===== src/hdl/rpv_pkg.sv =====
package rpv_pkg;

  localparam int SIDE_BITS  = 11;
  localparam int FRAC_BITS  = 12;
  localparam int COORD_BITS = 12 + FRAC_BITS;
  localparam int RAD_BITS   = COORD_BITS - 1;
  localparam int ROT_BITS   = 16;

  localparam int MAX_SIDES_DEF = 1024;

  // angle units: 1/64 degree
  localparam int TURN    = 23040;
  localparam int QUARTER = 5760;

  // round(k * TURN / n): numerator k*TURN + n/2, quotient never above TURN
  localparam int NUM_BITS = 25;
  localparam int QUO_BITS = 15;
  localparam int T_BITS   = 15;
  localparam int REM_BITS = 13;

  // CORDIC: x/y in Q30, z in 2^-22 degree
  localparam int CORDIC_STEPS = 20;
  localparam int XW           = 32;
  localparam int ZW           = 31;
  localparam int TRIG_W       = 27;
  localparam int PROD_W       = RAD_BITS + 1 + TRIG_W;
  localparam int SUM_W        = TRIG_W + 1;
  localparam logic signed [XW-1:0] CORDIC_GAIN = 32'sd652032874;

  localparam logic [27:0] ATAN_TAB [0:CORDIC_STEPS-1] = '{
    28'd188743680, 28'd111421900, 28'd58872272, 28'd29884485, 28'd15000234,
    28'd7507429,   28'd3754631,   28'd1877430,  28'd938729,   28'd469367,
    28'd234683,    28'd117342,    28'd58671,    28'd29335,    28'd14668,
    28'd7334,      28'd3667,      28'd1833,     28'd917,      28'd458
  };

  typedef struct packed {
    logic                          ok;
    logic [RAD_BITS-1:0]           r;
    logic signed [COORD_BITS-1:0]  cx;
    logic signed [COORD_BITS-1:0]  cy;
  } side_t;

  typedef struct packed {
    logic                        vld;
    logic [NUM_BITS-1:0]         rem;
    logic [QUO_BITS-1:0]         quo;
    logic [SIDE_BITS-1:0]        dvs;
    logic signed [ROT_BITS-1:0]  rot;
    side_t                       side;
  } div_t;

  typedef struct packed {
    logic                  vld;
    logic signed [XW-1:0]  x;
    logic signed [XW-1:0]  y;
    logic signed [ZW-1:0]  z;
    logic [1:0]            quad;
    side_t                 side;
  } cord_t;

endpackage


===== src/hdl/rpv_cordic_cell.sv =====
module rpv_cordic_cell #(
  parameter int ITER = 0
) (
  input  logic           clk,
  input  logic           rst,
  input  rpv_pkg::cord_t din,
  output rpv_pkg::cord_t dout
);
  import rpv_pkg::*;

  logic signed [XW-1:0] xs;
  logic signed [XW-1:0] ys;
  logic signed [ZW-1:0] az;

  assign xs = din.x >>> ITER;
  assign ys = din.y >>> ITER;
  assign az = $signed(ZW'(ATAN_TAB[ITER]));

  always_ff @(posedge clk) begin
    if (rst) begin
      dout.vld <= 1'b0;
    end else begin
      dout.vld <= din.vld;
    end
    dout.quad <= din.quad;
    dout.side <= din.side;
    // rotate toward z = 0
    if (!din.z[ZW-1]) begin
      dout.x <= din.x - ys;
      dout.y <= din.y + xs;
      dout.z <= din.z - az;
    end else begin
      dout.x <= din.x + ys;
      dout.y <= din.y - xs;
      dout.z <= din.z + az;
    end
  end

endmodule


===== config.mk =====
export PLATFORM = sky130hd
export DESIGN_NAME = rpv_cordic_cell
export DESIGN_NICKNAME = d
export VERILOG_FILES = /design/src/hdl/rpv_pkg.sv /design/src/hdl/rpv_cordic_cell.sv
export SDC_FILE = /design/constraint.sdc
export NUM_CORES = 1
export LEC_CHECK = 0
export BUFFER_PORTS_ARGS = -buffer_cell sky130_fd_sc_hd__buf_2
export CELL_PAD_IN_SITES_DETAIL_PLACEMENT = 0
export CELL_PAD_IN_SITES_GLOBAL_PLACEMENT = 2
export CORE_UTILIZATION = 28
export CTS_CLUSTER_SIZE = 30
export DETAILED_ROUTE_END_ITERATION = 7
export GPL_TIMING_DRIVEN = 1
export PLACE_DENSITY = 0.87
export SLEW_MARGIN = 20
export SYNTH_ARGS = -nofsm -noshare
export SYNTH_HDL_FRONTEND = slang
export SYNTH_SLANG_ARGS = --single-unit

===== constraint.sdc =====
create_clock -name clk -period 3.7 [get_ports clk]
set_input_delay 0.37 -clock clk [delete_from_list [all_inputs] [get_ports clk]]
set_output_delay 0.37 -clock clk [all_outputs]
set_load 0.05 [all_outputs]

==> results of run 1 <==
metal layers:
| metal | up-vias | share of wire, % | routed length, µm | global-route usage (%) |
|---|---|---|---|---|
| met1 | 4176 | 42 | 15500 | 26.2 |
| met5 | - | 0.084 | 31 | 0 |
| li1 | 4325 | - | - | - |
| met2 | 361 | 48 | 17600 | 36.3 |
| met3 | 58 | 7.0 | 2560 | 5.24 |
| met4 | 4 | 2.8 | 1030 | 8.53 |
cells in the final DEF, fill, tap and decap left out, types with 12 or more instances in the layout:
master / count
sky130_fd_sc_hd__dfxtp_1: 169
sky130_fd_sc_hd__clkbuf_16: 17
sky130_fd_sc_hd__o21ai_0: 51
sky130_fd_sc_hd__a31oi_1: 12
sky130_fd_sc_hd__xor2_1: 16
sky130_fd_sc_hd__dlygate4sd3_1: 12
sky130_fd_sc_hd__nor2_1: 82
sky130_fd_sc_hd__inv_1: 95
sky130_fd_sc_hd__buf_4: 29
sky130_fd_sc_hd__o21bai_1: 19
sky130_fd_sc_hd__nand4_1: 17
sky130_fd_sc_hd__nand2_1: 38
sky130_fd_sc_hd__buf_2: 341
sky130_fd_sc_hd__a21oi_1: 103
sky130_fd_sc_hd__nor3_1: 21
sky130_fd_sc_hd__ha_1: 101
sky130_fd_sc_hd__xnor2_1: 51
sky130_fd_sc_hd__a21o_1: 30
sky130_fd_sc_hd__nor2b_1: 13
worst max-delay path, cell delays in order:
cell	delay (ns)
sky130_fd_sc_hd__buf_2	0.10
sky130_fd_sc_hd__inv_1	0.04
sky130_fd_sc_hd__ha_1	0.47
sky130_fd_sc_hd__nor3_1	0.47
sky130_fd_sc_hd__nand2_1	0.10
sky130_fd_sc_hd__o211ai_1	0.41
sky130_fd_sc_hd__o21ai_1	0.25
sky130_fd_sc_hd__nand2_1	0.26
sky130_fd_sc_hd__a2111oi_4	0.14
sky130_fd_sc_hd__nor4_1	0.51
sky130_fd_sc_hd__a211oi_2	0.15
sky130_fd_sc_hd__xor2_1	0.16
what timing repair did:
item	4_1_cts	5_1_grt
endpoints found under the setup margin	0	0
endpoints found under the hold margin	10	2
hold buffers	10	2
final cells by class:
cell class,instances,area share (%)
Antenna cell,2,0.0410
Tap cell,442,4.53
Clock inverter,13,1.27
Inverter,103,3.17
Sequential cell,169,27.7
Clock buffer,19,3.63
Timing Repair Buffer,382,16.7
Multi-Input combinational cell,724,42.9
how the worst max path moves through the flow:
stage	end	cells after the start	slack [ns]
2_1_floorplan	dout[157]	11	0.93
3_3_place_gp	dout[157]	12	0.20
3_5_place_dp	dout[134]	12	0.19
4_1_cts	dout[134]	12	0.66
5_1_grt	dout[134]	12	0.44
6_report	dout[134]	12	0.58
logic make-up (layout without fill, tap and decap cells):
kind of cell,after synthesis,in the layout,share of synthesized area (%)
adder cells (fa/ha/maj),105,105,14.6
flip-flops,169,169,36.8
XOR/XNOR,67,67,6.38
other,0,2,0
buffers and inverters,147,517,6.30
AO/OA/AOI/OAI,314,314,22.7
AND/OR/NAND/NOR,227,227,12.0
multiplexers,11,11,1.20
through the flow:
| step | area (µm²) | power (mW) | util [%] | setup WS (ns) | instances |
|---|---|---|---|---|---|
| 2_1_floorplan | 9200 | 3.80 | - | 0.930 | 1040 |
| 3_3_place_gp | 11500 | 4.52 | 35.4 | 0.200 | 1808 |
| 3_5_place_dp | 11500 | 4.51 | 35.4 | 0.189 | 1808 |
| 4_1_cts | 12200 | 6.41 | 37.5 | 0.660 | 1850 |
| 5_1_grt | 12200 | 6.64 | 37.6 | 0.443 | 1852 |
| 6_report | 12200 | 6.35 | 37.6 | 0.582 | 1854 |
report_power, final:
group	switching [mW]	internal [mW]	total [mW]
registers	0.0772	2.06	2.14
clock network	0.829	1.03	1.86
logic	1.70	0.653	2.35
total	2.60	3.74	6.35
==> Flow_metrics.wiki, run 1 <==
{| class="wikitable"
! Metric !! Value
|-
| Count of flip-flops with a built-in enable after synthesis || 0
|-
| Remaining Overflow, GRT || 0
|-
| Fill cells || between 3,000 and 4,000
|-
| Reg area || 3380 µm²
|-
| Critical path launch point || din[113]
|-
| Vias in the first global route || between 8,000 and 9,000
|-
| Number of instances on the worst hold path || 1
|-
| Routed length per placed instance || 19.8 µm
|-
| Height of the die || 183 µm
|-
| Final count of hold timing violations || 0
|-
| Register name with the most flops || dout
|-
| I/O pin count || 342
|-
| Cell variety after synth || 72
|-
| Mean cell area of the mapped netlist || 8.85 µm²
|-
| Worst hold endpoint || dout[60]
|-
| Number of antenna violations at the first check in global routing || 4
|-
| Status || finished, final reports clean
|-
| Maximum number of pins on one net before global-route repair || slightly below 90
|-
| Syn-to-layout area delta || 32.7%
|-
| Share of Yosys cell area claimed by the top area cell type || 36.8%
|-
| Drc violations || 0
|-
| Max Cap Viol || 0
|-
| Die extent in x || 183 µm
|-
| Biggest area consumer among synthesized cells || sky130_fd_sc_hd__dfxtp_1
|-
| Part of the Yosys area used for sequential elements || 36.8%
|-
| Clock tree buffer depth || 2
|-
| Total number of vias || just under 9,000
|-
| TritonCTS clock tree || yes
|-
| Start point of the worst hold path || din[60]
|-
| Post-layout net count || 1,674
|-
| GPL Wtd Cong || 0.936
|-
| TritonCTS buffer count || 17
|-
| Total number of placement rows || 66
|-
| Setup TNS || 0 ns
|-
| PostCTS Resize Cnt || 0
|-
| Critical path arrival || 3.44 ns
|-
| Detailed Route WL || 36.7 mm
|-
| Pwr per Cell Area || approximately 520 nW/µm²
|-
| Count of pins over their slew limit || 0
|-
| Worst endpoint required time || 4.02 ns
|-
| Effective utilization at floorplan || 28.3%
|-
| Total global-route track usage || 21.5%
|-
| DP Wirelength || ~30 mm
|-
| Antenna violation net count after detailed routing || 0
|-
| Port Buffer Count || 341
|-
| Flops & latches, synth || 169
|-
| DR iter-0 viols || 678
|-
| Setup repair after global routing missed its margin || no
|-
| Pin slew with the least headroom to its limit || roughly 1 ns
|-
| Crit Path Category || in2reg
|-
| # setup viols final || 0
|-
| Synthesized netlist cell count || 1,040
|-
| Flip-flop count of the largest register, all copies and words added || about 170
|-
| Number of H-tree branching levels || 4
|-
| Slew margin rel. || 33.2%
|-
| Achievable clock frequency || 321 MHz
|-
| Fraction of registers with async set or reset after synthesis || 0%
|-
| Static leakage || 5.92 nW
|-
| Synth top cells by count || 169 x sky130_fd_sc_hd__dfxtp_1, 103 x sky130_fd_sc_hd__a21oi_1, 101 x sky130_fd_sc_hd__ha_1
|-
| Clock-pin slew reported for the worst setup and hold paths after clock tree synthesis || 0.07 ns
|-
| Cell with the most instances after synthesis || sky130_fd_sc_hd__dfxtp_1
|-
| Primary flip-flop cell chosen by synthesis mapping || sky130_fd_sc_hd__dfxtp_1
|-
| Pre-antenna DRT Iters || 5
|-
| Synth warnings || 0
|-
| Combined area of the multi-input logic cells || between 5000 and 6000 µm²
|-
| Core region area || between 30,000 and 40,000 µm²
|-
| Worst hold slack across all endpoints || 0.0184 ns
|-
| Worst min-delay path category || in2reg
|-
| Highest ir drop seen on vdd || 0.000335 V
|-
| Layout cells sized above 1 || 30.4%
|-
| Share of the clock period used by the worst path || a little over four fifths
|-
| Netlist Area Pre-Place || slightly above 9000 µm²
|-
| Ranking of synthesized cells by area || sky130_fd_sc_hd__dfxtp_1 37%, sky130_fd_sc_hd__ha_1 14%, sky130_fd_sc_hd__a21oi_1 5.6%
|-
| Maximum fanout along the worst path || 13
|-
| Category of the worst setup path capture point || register
|-
| Post-CTS repair timing setup buffer count || 0
|-
| DIE AREA || 33,600 µm²
|-
| Via density per instance || slightly below 5
|-
| Synthesized Nets || 1,317
|-
| Total number of clock tree sinks || 169
|-
| Wire length of the first global-routing pass || around 54 mm
|-
| Largest registers || dout: 169 flops
|-
| Root Buffer || sky130_fd_sc_hd__clkbuf_16
|-
| Clock period minus worst slack || roughly 3.1 ns
|-
| CP Launch Type || input port
|}
Note: power is estimated with default switching activity, not from simulation.
==> inputs of run 2 (changes only) <==
--- a/config.mk
+++ b/config.mk
@@ -5,14 +5,15 @@
 export SDC_FILE = /design/constraint.sdc
 export NUM_CORES = 1
 export LEC_CHECK = 0
+export ABC_AREA = 1
 export BUFFER_PORTS_ARGS = -buffer_cell sky130_fd_sc_hd__buf_2
 export CELL_PAD_IN_SITES_DETAIL_PLACEMENT = 0
 export CELL_PAD_IN_SITES_GLOBAL_PLACEMENT = 2
-export CORE_UTILIZATION = 28
+export CORE_UTILIZATION = 24
 export CTS_CLUSTER_SIZE = 30
 export DETAILED_ROUTE_END_ITERATION = 7
 export GPL_TIMING_DRIVEN = 1
-export PLACE_DENSITY = 0.87
+export PLACE_DENSITY = 0.84
 export SLEW_MARGIN = 20
 export SYNTH_ARGS = -nofsm -noshare
 export SYNTH_HDL_FRONTEND = slang
==> constraint.sdc (replaced) <==
create_clock -name clk -period 2.7 [get_ports clk]
set_input_delay 0.27 -clock clk [delete_from_list [all_inputs] [get_ports clk]]
set_output_delay 0.27 -clock clk [all_outputs]
set_load 0.05 [all_outputs]
==> run 2 against run 1 <==
  * Utilization shrank 4.7 points
  * Die area grew 40%
  * Wire length grew 30%
  * First-iteration DRC count shrank 2.2%
  * Clock-buffer cell count shrank 2
  * Largest cell class unchanged
==> Flow_metrics.wiki, run 2 <==
{| class="wikitable"
! Metric !! Value
|-
| Status || finished, final reports clean
|-
| Post-layout net count || 2,463 (+47%)
|-
| Vias in the first global route || 12,200 (+39%)
|-
| Largest registers || dout: 169 flops
|-
| Finished layout cell area || 15,000 µm² (+23%)
|-
| TritonCTS clock tree || yes
|-
| Number of H-tree branching levels || 4 (unchanged)
|-
| CP Launch Type || input port
|-
| Post-CTS repair timing setup buffer count || 0 (unchanged)
|-
| Maximum number of pins on one net before global-route repair || 68 (-22%)
|-
| Root Buffer || sky130_fd_sc_hd__clkbuf_16
|-
| Flip-flop count of the largest register, all copies and words added || 169 (unchanged)
|-
| Hold buffer count at cts || 99 (+89)
|-
| Layout cells sized above 1 || 18.1% (-12 points)
|-
| Synthesized Nets || 2,033 (+54%)
|-
| Total number of placement rows || 78 (+18%)
|-
| Worst min-delay path category || in2reg
|-
| PostCTS Resize Cnt || 0 (unchanged)
|-
| Highest ir drop seen on vdd || 0.000617 V (+84%)
|-
| Category of the worst setup path capture point || register
|-
| Synthesized netlist cell count || 1,756 (+69%)
|-
| DP Wirelength || 39.7 mm (+33%)
|-
| Syn-to-layout area delta || 35.1%
|-
| Critical path launch point || din[105]
|-
| Fraction of registers with async set or reset after synthesis || 0% (unchanged)
|-
| Clock power frac || 29.3% (about the same)
|-
| Count of pins over their slew limit || 0 (unchanged)
|-
| Critical path arrival || 2.38 ns (-1.06 ns)
|-
| DR top layer || met4
|-
| TritonCTS buffer count || 17 (unchanged)
|-
| Pre-antenna DRT Iters || 5 (unchanged)
|-
| Remaining Overflow, GRT || 0 (unchanged)
|-
| Register name with the most flops || dout
|-
| Final count of hold timing violations || 0 (unchanged)
|-
| Post-placement setup slack || 0.213 ns (+0.0236 ns)
|-
| Worst setup path end || dout[157]
|-
| Number of antenna violations at the first check in global routing || 1 (-3)
|-
| Netlist Area Pre-Place || 11,100 µm² (+21%)
|-
| Via density per instance || 4.33 (-10%)
|-
| Met2 wire length || 23.4 mm (+33%)
|-
| Total global-route track usage || 20.3% (-1.2 points)
|-
| Maximum fanout along the worst path || 4 (-9)
|-
| Commonest non-fill, non-tap cells in the layout || 624 x sky130_fd_sc_hd__nand2_1, 341 x sky130_fd_sc_hd__buf_2, 337 x sky130_fd_sc_hd__inv_1, 169 x sky130_fd_sc_hd__dfxtp_1, 155 x sky130_fd_sc_hd__nand3_1
|-
| Setup slack after layout || 0.695 ns (+0.112 ns)
|-
| Core region area || 45,500 µm² (+40%)
|-
| Flops & latches, synth || 169 (unchanged)
|-
| Biggest area consumer among synthesized cells || sky130_fd_sc_hd__dfxtp_1
|-
| Static leakage || 8.54 nW (+44%)
|-
| # setup viols final || 0 (unchanged)
|-
| Synth warnings || 0 (unchanged)
|-
| Height of the die || 217 µm (+18%)
|-
| Setup repair after global routing missed its margin || no
|-
| Mean cell area of the mapped netlist || 6.32 µm² (-29%)
|-
| DIE AREA || 47,100 µm² (+40%)
|-
| Clock tree buffer depth || 2 (unchanged)
|-
| Count of flip-flops with a built-in enable after synthesis || 0 (unchanged)
|-
| Internal power consumption || 4.98 mW (+33%)
|-
| Share of the clock period used by the worst path || 74.3%
|-
| Ranking of synthesized cells by area || sky130_fd_sc_hd__dfxtp_1 31%, sky130_fd_sc_hd__nand2_1 21%, sky130_fd_sc_hd__inv_1 11%
|-
| Setup TNS || 0 ns (unchanged)
|-
| Final standard cell utilization of the core || 32.9% (-4.7 points)
|-
| Total number of vias || 12,100 (+36%)
|-
| Met1 Routed Length || 20.3 mm (+31%)
|-
| I/O pin count || 342 (unchanged)
|-
| GPL Wtd Cong || 0.911 (-2.7%)
|-
| Pin slew with the least headroom to its limit || 0.831 ns (-0.172 ns)
|-
| Worst endpoint required time || 3.07 ns (-0.95 ns)
|-
| Cell with the most instances after synthesis || sky130_fd_sc_hd__nand2_1
|-
| DR iter-0 viols || 663 (-2.2%)
|-
| Synth top cells by count || 624 x sky130_fd_sc_hd__nand2_1, 338 x sky130_fd_sc_hd__inv_1, 169 x sky130_fd_sc_hd__dfxtp_1
|-
| Drc violations || 0 (unchanged)
|-
| Proportion of total power due to net switching || 43.2% (+2.2 points)
|-
| Cell variety after synth || 33 (-54%)
|-
| Detailed Route WL || 47.9 mm (+30%)
|-
| Effective utilization at floorplan || 24.4% (-4.0 points)
|-
| Clock-pin slew reported for the worst setup and hold paths after clock tree synthesis || 0.08 ns (about the same)
|-
| Placed standard-cell area || 13,400 µm² (+17%)
|-
| Antenna violation net count after detailed routing || 0 (unchanged)
|-
| Crit Path Category || in2reg
|-
| Fill cells || 5,060 (+48%)
|-
| Total number of clock tree sinks || 169 (unchanged)
|-
| Most common cell after layout, fill and taps aside || sky130_fd_sc_hd__nand2_1
|-
| Clock period minus worst slack || 2.01 ns
|-
| Primary flip-flop cell chosen by synthesis mapping || sky130_fd_sc_hd__dfxtp_1
|-
| Net switching power of the design || 3.80 mW (+46%)
|-
| Power share of the combinational group || 38.0% (+1.0 points)
|-
| Max Cap Viol || 0 (unchanged)
|-
| Wire length of the first global-routing pass || 70.1 mm (+30%)
|-
| Placed cell count || 2,668 (+48%)
|-
| Sequential Power Share || 32.7% (-1.0 points)
|-
| Pwr per Cell Area || 586 nW/µm² (+13%)
|-
| Routed length per placed instance || 17.1 µm (-14%)
|-
| Slew margin rel. || 44.6% (+11 points)
|-
| Achievable clock frequency || 499 MHz
|-
| Die extent in x || 217 µm (+18%)
|-
| Part of the Yosys area used for sequential elements || 30.5% (-6.3 points)
|-
| Final Instance Count excl. Fillers || 2,800 (+51%)
|-
| Share of Yosys cell area claimed by the top area cell type || 30.5% (-6.3 points)
|-
| Met3 routed wirelength || 2.74 mm (+7.2%)
|-
| Port Buffer Count || 341 (unchanged)
|}
==> run 2: cell types whose count changed in the layout (fill, tap and decap cells not counted), sizes merged, moves of 28 or more <==
| cell | delta |
|---|---|
| dlygate4sd3 | +87 |
| inv | +239 |
| xnor2 | -51 |
| nand2 | +588 |
| nand3 | +145 |
| nor2 | +36 |
| a21o | -28 |
| a21oi | -32 |
==> run 2: cell type report <==
| cell class | count | area, µm² | area share, % |
|---|---|---|---|
| tap | 600 | 751 | 5.01 |
| multi-input combinational | 1208 | 6180 | 41.3 |
| inverter | 338 | 1270 | 8.47 |
| clock inverter | 15 | 180 | 1.20 |
| timing repair buffer | 452 | 2790 | 18.6 |
| sequential | 169 | 3380 | 22.6 |
| antenna | 1 | 2.50 | 0.0167 |
| clock buffer | 17 | 425 | 2.84 |
==> run 2: cells by family after synthesis <==
family	after synthesis	synth area share, %
and+or+nand+nor	937	34.6
buffers and inverters	379	13.8
DFF	169	30.5
AOI/OAI and AO/OA	136	6.61
adders and majority gates	105	12.1
xor gates and xnor gates	30	2.37
==> run 2: worst max-delay path, stage by stage <==
cell and delay [ns]:
sky130_fd_sc_hd__buf_2 0.13, sky130_fd_sc_hd__ha_1 0.23, sky130_fd_sc_hd__fa_1 0.42, sky130_fd_sc_hd__nand2_1 0.12, sky130_fd_sc_hd__nand2_1 0.13, sky130_fd_sc_hd__and2_1 0.22
sky130_fd_sc_hd__nand2_1 0.08, sky130_fd_sc_hd__nand3_1 0.22, sky130_fd_sc_hd__nand3_1 0.21, sky130_fd_sc_hd__nand3_1 0.12, sky130_fd_sc_hd__nand3_1 0.12, sky130_fd_sc_hd__nand2_1 0.08
==> run 2: worst min-delay path by stage <==
stage,slack (ns),from,cells after the start,endpoint
after floorplan,0.30,din[0],0,dout[0]
after global placement,0.37,din[94],1,dout[94]
after detailed placement,0.37,din[72],1,dout[72]
after CTS,0.02,din[97],2,dout[97]
after global routing,0.06,din[97],2,dout[97]
final,0.07,din[97],2,dout[97]
==> run 2: power by group through the flow <==
stage | clock, mW | combinational (mW) | sequential [mW]
CTS | 2.68 | 3.35 | 2.88
global route | 2.79 | 3.62 | 2.89
floorplan | 0 | 1.25 | 3.86
detailed placement | 0 | 3.21 | 2.93
global placement | 0 | 3.22 | 2.93
finish | 2.57 | 3.34 | 2.87
==> run 2: per-stage QoR <==
step	power (mW)	hold WS, ns
2_1_floorplan	5.12	0.298
3_3_place_gp	6.14	0.373
3_5_place_dp	6.15	0.374
4_1_cts	8.91	0.0232
5_1_grt	9.30	0.0632
6_report	8.78	0.0695
==> run 2: per-layer routing <==
metal | track usage (%) | vias to the layer above
met5 | 0 | -
met4 | 7.63 | 0
met3 | 4.36 | 58
met2 | 36.2 | 374
met1 | 23.5 | 5476
li1 | - | 6206
==> inputs of run 3 (changes only) <==
--- a/config.mk
+++ b/config.mk
@@ -9,11 +9,11 @@
 export BUFFER_PORTS_ARGS = -buffer_cell sky130_fd_sc_hd__buf_2
 export CELL_PAD_IN_SITES_DETAIL_PLACEMENT = 0
 export CELL_PAD_IN_SITES_GLOBAL_PLACEMENT = 2
-export CORE_UTILIZATION = 24
+export CORE_UTILIZATION = 27
 export CTS_CLUSTER_SIZE = 30
 export DETAILED_ROUTE_END_ITERATION = 7
 export GPL_TIMING_DRIVEN = 1
-export PLACE_DENSITY = 0.84
+export PLACE_DENSITY = 0.89
 export SLEW_MARGIN = 20
 export SYNTH_ARGS = -nofsm -noshare
 export SYNTH_HDL_FRONTEND = slang
==> constraint.sdc (replaced) <==
create_clock -name clk -period 2 [get_ports clk]
set_input_delay 0.2 -clock clk [delete_from_list [all_inputs] [get_ports clk]]
set_output_delay 0.2 -clock clk [all_outputs]
set_load 0.05 [all_outputs]
==> run 3 against run 2 <==
  * Clock power up 39%
  * Cell area up 10%
  * First-iteration DRC count up 9.5%
  * Sequential power up 34%
  * Critical path type unchanged
  * Largest cell class unchanged
  * Highest routed layer unchanged
==> Flow_metrics.wiki, run 3 (synthesized netlist as in run 2, its figures left out) <==
{| class="wikitable"
! Metric !! Value
|-
| Final count of hold timing violations || 0 (unchanged)
|-
| Flip-flop count of the largest register, all copies and words added || 169 (unchanged)
|-
| Via density per instance || 4.36 (+0.73%)
|-
| Most common cell after layout, fill and taps aside || sky130_fd_sc_hd__nand2_1
|-
| Maximum fanout along the worst path || 4 (unchanged)
|-
| Sequential Power Share || 31.1% (-1.6 points)
|-
| Critical path arrival || 2.17 ns (-0.21 ns)
|-
| Remaining Overflow, GRT || 0 (unchanged)
|-
| Layout cells sized above 1 || 25.1% (+7.1 points)
|-
| Static leakage || 9.57 nW (+12%)
|-
| Crit Path Category || in2reg
|-
| Clock-pin slew reported for the worst setup and hold paths after clock tree synthesis || 0.09 ns (about the same)
|-
| Fill cells || 4,286 (-15%)
|-
| TritonCTS buffer count || 17 (unchanged)
|-
| Pin slew with the least headroom to its limit || 0.811 ns (-0.0193 ns)
|-
| DIE AREA || 41,900 µm² (-11%)
|-
| Post-layout net count || 2,672 (+8.5%)
|-
| Highest ir drop seen on vdd || 0.000409 V (-34%)
|-
| Port Buffer Count || 341 (unchanged)
|-
| Post-CTS repair timing setup buffer count || 0 (unchanged)
|-
| DP Wirelength || 39.7 mm (about the same)
|-
| Largest registers || dout: 169 flops
|-
| I/O pin count || 342 (unchanged)
|-
| Tot Pwr || 12.4 mW (+42%)
|-
| # setup viols final || 0 (unchanged)
|-
| Final Instance Count excl. Fillers || 2,934 (+4.8%)
|-
| Maximum number of pins on one net before global-route repair || 68 (unchanged)
|-
| Internal power consumption || 7.16 mW (+44%)
|-
| Final standard cell utilization of the core || 41.1% (+8.1 points)
|-
| Routed length per placed instance || 16.3 µm (-4.8%)
|-
| Placed cell count || 2,801 (+5.0%)
|-
| Clock power frac || 28.8% (-0.5 points)
|-
| Register name with the most flops || dout
|-
| Wire length of the first global-routing pass || 71.4 mm (+1.9%)
|-
| Drc violations || 0 (unchanged)
|-
| Power share of the combinational group || 40.1% (+2.1 points)
|-
| Setup TNS || 0 ns (unchanged)
|-
| Worst min-delay path category || in2reg
|-
| Number of H-tree branching levels || 4 (unchanged)
|-
| Proportion of total power due to net switching || 42.4% (-0.87 points)
|-
| Status || finished, final reports clean
|-
| Pre-antenna DRT Iters || 5 (unchanged)
|-
| Count of pins over their slew limit || 0 (unchanged)
|-
| Total number of vias || 12,800 (+5.5%)
|-
| Achievable clock frequency || 555 MHz
|-
| Die extent in x || 205 µm (-5.7%)
|-
| Max Cap Viol || 0 (unchanged)
|-
| Clock tree buffer depth || 2 (unchanged)
|-
| Syn-to-layout area delta || 48.5%
|-
| Pwr per Cell Area || 754 nW/µm² (+29%)
|-
| Reg area || 3380 µm² (unchanged)
|-
| Core region area || 40,100 µm² (-12%)
|-
| Detailed Route WL || 47.7 mm (-0.26%)
|-
| Root Buffer || sky130_fd_sc_hd__clkbuf_16
|-
| Worst endpoint required time || 2.37 ns (-0.70 ns)
|-
| Height of the die || 205 µm (-5.7%)
|-
| Slew margin rel. || 45.9% (+1.3 points)
|-
| Placed standard-cell area || 14,800 µm² (+11%)
|-
| TritonCTS clock tree || yes
|-
| DR iter-0 viols || 726 (+9.5%)
|-
| Finished layout cell area || 16,500 µm² (+10%)
|-
| Net switching power of the design || 5.27 mW (+39%)
|-
| Combined area of the multi-input logic cells || 6180 µm² (unchanged)
|-
| Total number of clock tree sinks || 169 (unchanged)
|-
| GPL Wtd Cong || 0.954 (+4.7%)
|-
| Total global-route track usage || 22.8% (+2.5 points)
|-
| Number of antenna violations at the first check in global routing || 1 (unchanged)
|-
| Category of the worst setup path capture point || register
|-
| Clock period minus worst slack || 1.80 ns
|-
| CP Launch Type || input port
|-
| Total number of placement rows || 73 (-6.4%)
|-
| Setup repair after global routing missed its margin || no
|-
| Vias in the first global route || 12,800 (+5.0%)
|-
| Share of the clock period used by the worst path || roughly nine tenths
|-
| Commonest non-fill, non-tap cells in the layout || 624 x sky130_fd_sc_hd__nand2_1, 341 x sky130_fd_sc_hd__buf_2, 337 x sky130_fd_sc_hd__inv_1, 220 x sky130_fd_sc_hd__buf_4, 169 x sky130_fd_sc_hd__dfxtp_1
|-
| Antenna violation net count after detailed routing || 0 (unchanged)
|-
| Effective utilization at floorplan || 27.7% (+3.3 points)
|}
[run 3: cell types whose count changed in the layout (fill, tap and decap cells not counted), sizes merged]
cell,change
clkinvlp,-4
buf,+208
clkinv,+3
dlygate4sd3,+1
inv,+1
[run 3: layout make-up]
type | instances | share of cell area [%]
clock buffer | 17 | 2.58
timing repair buffer | 661 | 26.5
multi-input combinational | 1208 | 37.5
inverter | 338 | 7.70
antenna | 1 | 0.0152
clock inverter | 15 | 1.18
sequential | 169 | 20.5
tap | 525 | 3.99
[run 3: worst paths after layout]
kind              startpoint        end  depth (start not counted)
hold / removal      din[137]  dout[105]                          3
setup / recovery    din[105]  dout[159]                         13
[run 3: power groups by stage]
stage	combinational (mW)	clock (mW)	sequential, mW
floorplan	1.69	0	5.21
global placement	4.81	0	3.94
detailed placement	4.82	0	3.94
CTS	5.00	3.67	3.87
global route	5.41	3.81	3.89
finish	4.99	3.58	3.86
[run 3: through the flow]
step                hold slack, ns  setup slack, ns
finish                      0.0396            0.199
global route                0.0237           0.0382
CTS                        0.00335            0.232
detailed placement           0.304           -0.283
global placement             0.304           -0.258
floorplan                    0.228            0.307
[run 3: what timing repair did]
action,CTS,global route
endpoints found under the hold margin,99,0
gates resized for setup,0,0
hold buffers,100,0
[run 3: routing by layer]
metal / vias to the layer above / part of all wire [%] / global-route usage [%] / routed length [µm]
met5: - / 0 / 0 / 0
met4: 0 / 2.3 / 7.28 / 1110
met3: 46 / 5.0 / 3.23 / 2370
met2: 361 / 49 / 41.2 / 23500
met1: 5761 / 43 / 27.4 / 20800
li1: 6618 / - / - / -
[run 3: worst max-delay path: stages]
cell and delay [ns]:
sky130_fd_sc_hd__buf_2 0.13, sky130_fd_sc_hd__ha_1 0.23, sky130_fd_sc_hd__fa_1 0.42, sky130_fd_sc_hd__nand2_1 0.12, sky130_fd_sc_hd__nand2_1 0.12, sky130_fd_sc_hd__nand3_1 0.10
sky130_fd_sc_hd__nand2_1 0.11, sky130_fd_sc_hd__nand2_1 0.10, sky130_fd_sc_hd__nand3_1 0.22, sky130_fd_sc_hd__nand2_1 0.17, sky130_fd_sc_hd__nand3_1 0.10, sky130_fd_sc_hd__nand3_1 0.09
sky130_fd_sc_hd__nand2_1 0.06
